## src/rtl/psue_pkg.sv

```systemverilog
package psue_pkg;

   localparam int PARTICLES_DEF = 32;
   localparam int COMPONENTS_DEF = 6;
   localparam int VEC_SLOTS = 6;
   localparam int CW = 16;
   localparam int VEC_W = VEC_SLOTS * CW;
   localparam logic [31:0] ALL_ONES = 32'hFFFF_FFFF;
   localparam logic signed [CW-1:0] VMAX = 16'sd2048;

   typedef enum logic [2:0] {
      OP_LOAD_POS  = 3'd0,
      OP_LOAD_VEL  = 3'd1,
      OP_REPORT    = 3'd2,
      OP_MOVE      = 3'd3,
      OP_READ_BEST = 3'd4,
      OP_CLEAR     = 3'd5
   } op_type;

   localparam logic [1:0] CSR_C1 = 2'd0;
   localparam logic [1:0] CSR_C2 = 2'd1;
   localparam logic [1:0] CSR_PMIN = 2'd2;
   localparam logic [1:0] CSR_PMAX = 2'd3;

   typedef struct packed {
      logic [2:0]        op;
      logic [7:0]        particle;
      logic [VEC_W-1:0]  value;
      logic [31:0]       fitness;
      logic [15:0]       inertia;
      logic [15:0]       rand_one;
      logic [15:0]       rand_two;
   } req_type;

   typedef struct packed {
      logic [7:0]        particle;
      logic [VEC_W-1:0]  vec;
      logic [31:0]       best_fitness;
      logic              new_personal_best;
      logic              new_global_best;
   } rsp_type;

   // controller -> datapath
   typedef struct packed {
      logic capture;   // latch request, issue memory read
      logic execute;   // apply operation, write stores
      logic calc;      // move arithmetic stage
      logic respond;   // load response register
   } cmd_type;

endpackage

```

## src/rtl/psue_ctrl.sv

```systemverilog
module psue_ctrl import psue_pkg::*; (
   input  logic    clock,
   input  logic    reset,
   input  logic    req_valid,
   output logic    req_ready,
   output logic    rsp_valid,
   input  logic    rsp_ready,
   output cmd_type cmd
);
   typedef enum logic [1:0] {S_IDLE, S_READ, S_CALC, S_EXEC} state_type;

   state_type state_ff, state_in;
   logic      rsp_valid_ff, rsp_valid_in;
   logic      req_fire;

   assign req_ready = (state_ff == S_IDLE);
   assign req_fire  = req_valid && req_ready;
   assign rsp_valid = rsp_valid_ff;

   always_comb begin
      state_in     = state_ff;
      rsp_valid_in = rsp_valid_ff && !rsp_ready;
      cmd          = '0;
      cmd.capture  = req_fire;
      case (state_ff)
         S_IDLE: if (req_fire) state_in = S_READ;
         S_READ: begin
            cmd.calc = 1'b1;
            state_in = S_CALC;
         end
         S_CALC: begin
            // wait for the output register to be free before committing
            if (!rsp_valid_ff || rsp_ready) begin
               cmd.execute  = 1'b1;
               cmd.respond  = 1'b1;
               rsp_valid_in = 1'b1;
               state_in     = S_IDLE;
            end
         end
         default: state_in = S_IDLE;
      endcase
   end

   always_ff @(posedge clock) begin
      if (reset) begin
         state_ff     <= S_IDLE;
         rsp_valid_ff <= 1'b0;
      end else begin
         state_ff     <= state_in;
         rsp_valid_ff <= rsp_valid_in;
      end
   end
endmodule

```

## config.mk

```make
export PLATFORM = sky130hd
export DESIGN_NAME = psue_ctrl
export DESIGN_NICKNAME = d
export VERILOG_FILES = /design/src/rtl/psue_pkg.sv /design/src/rtl/psue_ctrl.sv
export SDC_FILE = /design/constraint.sdc
export NUM_CORES = 1
export LEC_CHECK = 0
export ABC_AREA = 1
export BUFFER_PORTS_ARGS = -buffer_cell sky130_fd_sc_hd__buf_2
export CAP_MARGIN = 20
export CORE_AREA = 2 2 39 41
export CTS_CLUSTER_SIZE = 28
export DETAILED_ROUTE_END_ITERATION = 8
export DIE_AREA = 0 0 41 43
export PLACE_DENSITY = 0.3
export SYNTH_ARGS = -nofsm -noshare
export SYNTH_HDL_FRONTEND = slang
export SYNTH_SLANG_ARGS = --single-unit
```

## constraint.sdc

```tcl
create_clock -name clock -period 0.8 [get_ports clock]
set_input_delay 0.04 -clock clock [delete_from_list [all_inputs] [get_ports clock]]
set_output_delay 0.04 -clock clock [all_outputs]
set_load 0.02 [all_outputs]
```

==> impl_metrics.env, run 1 <==
export IMPL_path_class="register to output pin"
export IMPL_grt_setup_unrepaired="true"
export IMPL_crit_required_ns=0.76
export IMPL_firstDrtPassIters=3
export IMPL_cts_path_max_buffers=2
export IMPL_mostFrequentLayoutCell="buf_2"
export IMPL_drc=0
export IMPL_vias=169
export IMPL_clkLatencyLatePin_ns=0.24
export IMPL_syn_area_um2=163.9
export IMPL_worst_hold_slack_ns=0.07003
export IMPL_wl_per_cell_um=7.120
export IMPL_route_final_wire_length_um=356
export IMPL_cts_buffers_inserted=3
export IMPL_skew_ns=0.002738
export IMPL_total_power_mw=0.5490
export IMPL_area_growth_syn_to_layout_pct=89.31
export IMPL_fin_crit_ns=1.010
export IMPL_port_buffers=9
export IMPL_yosysWarnings=0
export IMPL_cp_end_kind="output pin"
export IMPL_die_h_um=43
export IMPL_grt_max_degree=5
export IMPL_grt_first_pass_wirelength_um=572
export IMPL_cts_root_buf="clkbuf_4"
export IMPL_worstPathMaxFanout=4
export IMPL_final_cell_mix="buf_2 (5), buf_6 (4), inv_1 (3), clkbuf_4 (3)"
export IMPL_first_iter_violations=6
export IMPL_drive_gt1_share_pct=82.35
export IMPL_cp_slowest_cell="dfxtp_2"
export IMPL_cts_tree="yes"
export IMPL_cpPeakStageDelay_ns=0.33
export IMPL_hp_class="input pin to register"
export IMPL_power_density_nw_per_um2=1769
export IMPL_grtUsageTotal_pct=5.829
export IMPL_setup_violations=7
export IMPL_initial_core_util_pct=11.84
export IMPL_place_inst=44
export IMPL_status="complete, but fails checks"
export IMPL_cp_cell_sequence="inv_4, nor3_4, buf_6"
export IMPL_worst_pin_slew_ns=0.1786
export IMPL_cp_start_kind="register"
export IMPL_ant_nets=0
export IMPL_slew_headroom_pct=88.06
export IMPL_syn_num_nets=25
export IMPL_p_leak_nw=0.1387
export IMPL_yosysSeqAreaShare_pct=36.64
export IMPL_num_antenna_cells=0
export IMPL_synth_cells=21
export IMPL_fillers=158
export IMPL_nNetsFinal=39
export IMPL_setup_ws_ns=-0.2104
export IMPL_grt_overflow=0
export IMPL_fp_coreArea_um2=1384
export IMPL_rows=14
export IMPL_ys_types=12
export IMPL_synth_seq_cells=3
export IMPL_htree_levels=1
export IMPL_violations="negative setup slack"
export IMPL_hold_viol=0
export IMPL_final_cells=50
export IMPL_utilization_pct=22.42
export IMPL_finalMaxSlewViolations=0
export IMPL_ir_drop_mv=0.7077
export IMPL_arrival_ns=0.97
export IMPL_gp_congestion=0.6594
export IMPL_fin_crit_sh_pct=126.3
export IMPL_maxCapViolCount=0
export IMPL_grt_pass1_vias=165
export IMPL_die_area_um2=1763
export IMPL_cts_clk_slew_worst_paths_ns=0.04
export IMPL_max_freq_mhz=989.7
export IMPL_io_pins=10
export IMPL_die_x_um=41
export IMPL_antenna_found_initial=0
export IMPL_hpwl_um=261.3
export IMPL_cts_sink_count=3
export IMPL_via_per_inst=3.380
export IMPL_synth_avg_cell_area_um2=7.805
export IMPL_dp_worst_setup_slack_ns=-0.03560
==> cell type report <==
cell class / instances / area [µm²] / share of cell area, %
Inverter: 6 / 25.02 / 8.065
Multi-Input combinational cell: 10 / 85.08 / 27.42
Clock buffer: 4 / 26.28 / 8.468
Tap cell: 16 / 20.02 / 6.452
Timing Repair Buffer: 11 / 87.58 / 28.23
Sequential cell: 3 / 66.31 / 21.37
==> cell usage after synthesis (all sizes together) <==
library cell	number	area, µm²
nor3	2	15.01
o21ba	1	10.01
nor2	3	21.27
nand2	3	11.26
inv	6	22.52
a21oi	1	8.760
dfxtp	3	60.06
buf	2	15.01
==> worst paths after layout <==
path | startpoint | end | slack (ns) | cells after the start
hold reg to reg | state_ff[1] | state_ff[0] | 0.54 | 3
hold / removal | req_valid | state_ff[0] | 0.07 | 3
setup reg to reg | state_ff[1] | rsp_valid | -0.03 | 4
setup / recovery | state_ff[1] | cmd[0] | -0.21 | 3
==> power by group <==
| group | switching, mW | internal [mW] | total [mW] |
|---|---|---|---|
| clock network | 0.0842 | 0.187 | 0.271 |
| registers | 0.00839 | 0.157 | 0.166 |
| logic | 0.0600 | 0.0518 | 0.112 |
==> worst max-delay path: cells and delay by family, from the launching register on <==
kind                   cells  cell delay [ns]
AND/OR/NAND/NOR            1             0.21
buffers and inverters      2             0.19
flip-flops                 1             0.33
==> sequential cells by signal, indices dropped and copies added, names as in the netlist <==
name and cells:
rsp_valid 1, state_ff 2
==> per-layer routing <==
| layer | share of wire, % | wire [µm] | up-vias | global-route usage (%) |
|---|---|---|---|---|
| met5 | 0 | 0 | - | 0 |
| met4 | 3.1 | 11 | 0 | 8.000 |
| met3 | 7.9 | 28 | 2 | 4.712 |
| met2 | 51 | 182 | 9 | 7.187 |
| met1 | 38 | 134 | 71 | 4.516 |
| li1 | - | - | 87 | - |
==> cells by family (layout without fill, tap and decap cells) <==
kind of cell,Yosys count,count (layout),share of synthesized area (%)
AND/OR/NAND/NOR,8,8,29.00
buffers and inverters,8,21,22.90
flip-flops,3,3,36.64
AO/OA/AOI/OAI,2,2,11.45
==> through the flow <==
stage          instance area, µm²  setup TNS, ns
3_5_place_dp                226.5       -0.07518
5_1_grt                     310.3         -1.308
3_3_place_gp                226.5       -0.08972
4_1_cts                     295.3         -1.035
2_1_floorplan               180.2        -0.1547
6_report                    310.3        -0.9252
==> timing repair <==
item | CTS | global route
gates resized for setup | 10 | 6
setup endpoints to repair | 6 | 7
cloned | 0 | 0
pin swaps | 1 | 1
hold buffers | 1 | 0
endpoints found under the hold margin | 2 | 0
setup buffers | 1 | 0
Power figures use the tool's default switching activity.
==> inputs of run 2 (changes only) <==
==> constraint.sdc (replaced) <==
create_clock -name clock -period 0.8 [get_ports clock]
set_input_delay 0.12 -clock clock [delete_from_list [all_inputs] [get_ports clock]]
set_output_delay 0.12 -clock clock [all_outputs]
set_load 0.02 [all_outputs]
==> run 2 against run 1 <==
Against the previous run:
- the flow still finishes with violations (negative setup slack)
- combinational power increased by 21%
- final area rose by 14%
- critical path depth decreased by 1
- sequential share of layout area fell by 2.6 points
- die area stayed put
- critical path type unchanged
==> impl_metrics.env, run 2 (same netlist as run 1, synthesis figures left out) <==
export IMPL_largest_reg_flops=2
export IMPL_final_cells=52
export IMPL_cts_path_max_buffers=2
export IMPL_die_area_um2=1763
export IMPL_drive_gt1_share_pct=91.67
export IMPL_pwr_share_clk_pct=46.2
export IMPL_gp_congestion=0.6545
export IMPL_status="complete, but fails checks"
export IMPL_vias=174
export IMPL_antenna_found_initial=0
export IMPL_first_iter_violations=1
export IMPL_worst_pin_slew_ns=0.1746
export IMPL_port_buffers=9
export IMPL_switching_share_pct=26.68
export IMPL_pwr_share_seq_pct=29.7
export IMPL_intPower_mw=0.4129
export IMPL_cts_tree="yes"
export IMPL_via_per_inst=3.346
export IMPL_slew_headroom_pct=88.32
export IMPL_hold_buffers=0
export IMPL_initial_core_util_pct=11.84
export IMPL_seq_area_um2=66.31
export IMPL_fin_crit_ns=1.071
export IMPL_hold_viol=0
export IMPL_final_cell_mix="buf_6 (7), inv_2 (3), clkbuf_4 (3), buf_2 (3), buf_4 (3)"
export IMPL_io_pins=10
export IMPL_wl_met1_um=146
export IMPL_cp_cell_sequence="nor3_4, buf_6"
export IMPL_die_x_um=41
export IMPL_drc=0
export IMPL_combPwrFrac_pct=24.0
export IMPL_firstDrtPassIters=2
export IMPL_cts_sink_count=3
export IMPL_grt_setup_unrepaired="true"
export IMPL_grt_max_degree=5
export IMPL_fin_crit_sh_pct=133.9
export IMPL_switchingPower_mw=0.1502
export IMPL_wl_met2_um=232
export IMPL_top_layer="met3"
export IMPL_cp_start_kind="register"
export IMPL_fp_coreArea_um2=1384
export IMPL_place_inst=47
export IMPL_grt_pass1_vias=185
export IMPL_wl_per_cell_um=7.500
export IMPL_crit_required_ns=0.68
export IMPL_ant_nets=0
export IMPL_total_power_mw=0.5631
export IMPL_power_density_nw_per_um2=1596
export IMPL_clkLatencyLatePin_ns=0.23
export IMPL_rows=14
export IMPL_cts_buffers_inserted=3
export IMPL_p_leak_nw=0.1573
export IMPL_largest_register="state_ff"
export IMPL_ir_drop_mv=0.8037
export IMPL_grtUsageTotal_pct=6.112
export IMPL_cts_root_buf="clkbuf_4"
export IMPL_grt_first_pass_wirelength_um=648
export IMPL_cp_slowest_cell="dfxtp_4"
export IMPL_fillers=159
export IMPL_area_growth_syn_to_layout_pct=115.3
export IMPL_violations="negative setup slack"
export IMPL_hp_class="input pin to register"
export IMPL_max_freq_mhz=933.5
export IMPL_worstPathMaxFanout=4
export IMPL_finalMaxSlewViolations=0
export IMPL_mostFrequentLayoutCell="buf_6"
export IMPL_num_antenna_cells=0
export IMPL_wl_met3_um=12
export IMPL_utilization_pct=25.50
export IMPL_multi_input_area_um2=96.34
export IMPL_die_h_um=43
export IMPL_arrival_ns=0.95
export IMPL_nNetsFinal=41
export IMPL_route_final_wire_length_um=390
export IMPL_htree_levels=1
export IMPL_setup_violations=8
export IMPL_setup_ws_ns=-0.2712
export IMPL_cp_end_kind="output pin"
export IMPL_path_class="register to output pin"
export IMPL_cts_clk_slew_worst_paths_ns=0.04
export IMPL_grt_overflow=0
export IMPL_skew_ns=0.0004474
export IMPL_cpPeakStageDelay_ns=0.36
export IMPL_maxCapViolCount=0
export IMPL_hpwl_um=283.9
## run 2: cell count changes in the layout (fill, tap and decap cells not counted)
cell / change
buf_2: -2
buf_4: +2
buf_6: +3
dlygate4sd3_1: -1
inv_1: -2
inv_2: +1
inv_4: +1
nand2_2: -1
nand2_4: +1
o21ba_2: -1
o21ba_4: +1
## run 2: worst paths after layout
path	slack [ns]	cells past startpoint	startpoint	endpoint
worst min-delay path	0.09	2	reset	state_ff[1]
worst max register to register	-0.04	4	rsp_valid	rsp_valid
worst max-delay path	-0.27	2	state_ff[0]	cmd[0]
worst min register to register	0.59	3	state_ff[0]	state_ff[1]
## run 2: per-layer routing
metal | up-vias | GRT usage (%)
met3 | 0 | 3.141
met1 | 79 | 5.112
met4 | 0 | 8.000
met2 | 6 | 8.438
li1 | 89 | -
met5 | - | 0
## run 2: power groups by stage
stage | combinational (mW) | clock, mW | sequential, mW
after global placement | 0.0959 | 0 | 0.168
after detailed placement | 0.0965 | 0 | 0.168
final | 0.135 | 0.260 | 0.167
after floorplan | 0.0622 | 0 | 0.169
after global routing | 0.144 | 0.292 | 0.169
after CTS | 0.116 | 0.281 | 0.165
## run 2: layout make-up
| cell class | count | share of cell area [%] |
|---|---|---|
| clock buffers | 4 | 7.447 |
| multi-input cells | 10 | 27.30 |
| flip-flops and latches | 3 | 18.79 |
| repair buffers | 13 | 32.98 |
| inverters | 6 | 7.801 |
| well taps | 16 | 5.674 |
## run 2: metrics by stage
| stage | TNS [ns] | hold slack [ns] | setup WS (ns) | instance area (µm²) |
|---|---|---|---|---|
| global placement | -0.5275 | 0.3223 | -0.09592 | 249.0 |
| CTS | -1.441 | 0.07281 | -0.2981 | 319.1 |
| detailed placement | -0.5686 | 0.3255 | -0.1059 | 249.0 |
| finish | -1.313 | 0.09185 | -0.2712 | 352.8 |
| floorplan | -0.3607 | 0.1824 | -0.2347 | 180.2 |
| global route | -1.673 | 0.08237 | -0.3139 | 352.8 |
## run 2: critical path, delay by kind of cell (launching register included)
kind	cells	cell delay, ns
buffers and inverters	1	0.14
flip-flops	1	0.36
AND/OR/NAND/NOR	1	0.22
## run 2: timing repair
item                       in CTS  in global routing
setup buffers                   0                  1
pin swaps                       1                  1
setup endpoints to repair       9                  9
resized for setup              15                 11
hold endpoints to repair        0                  0
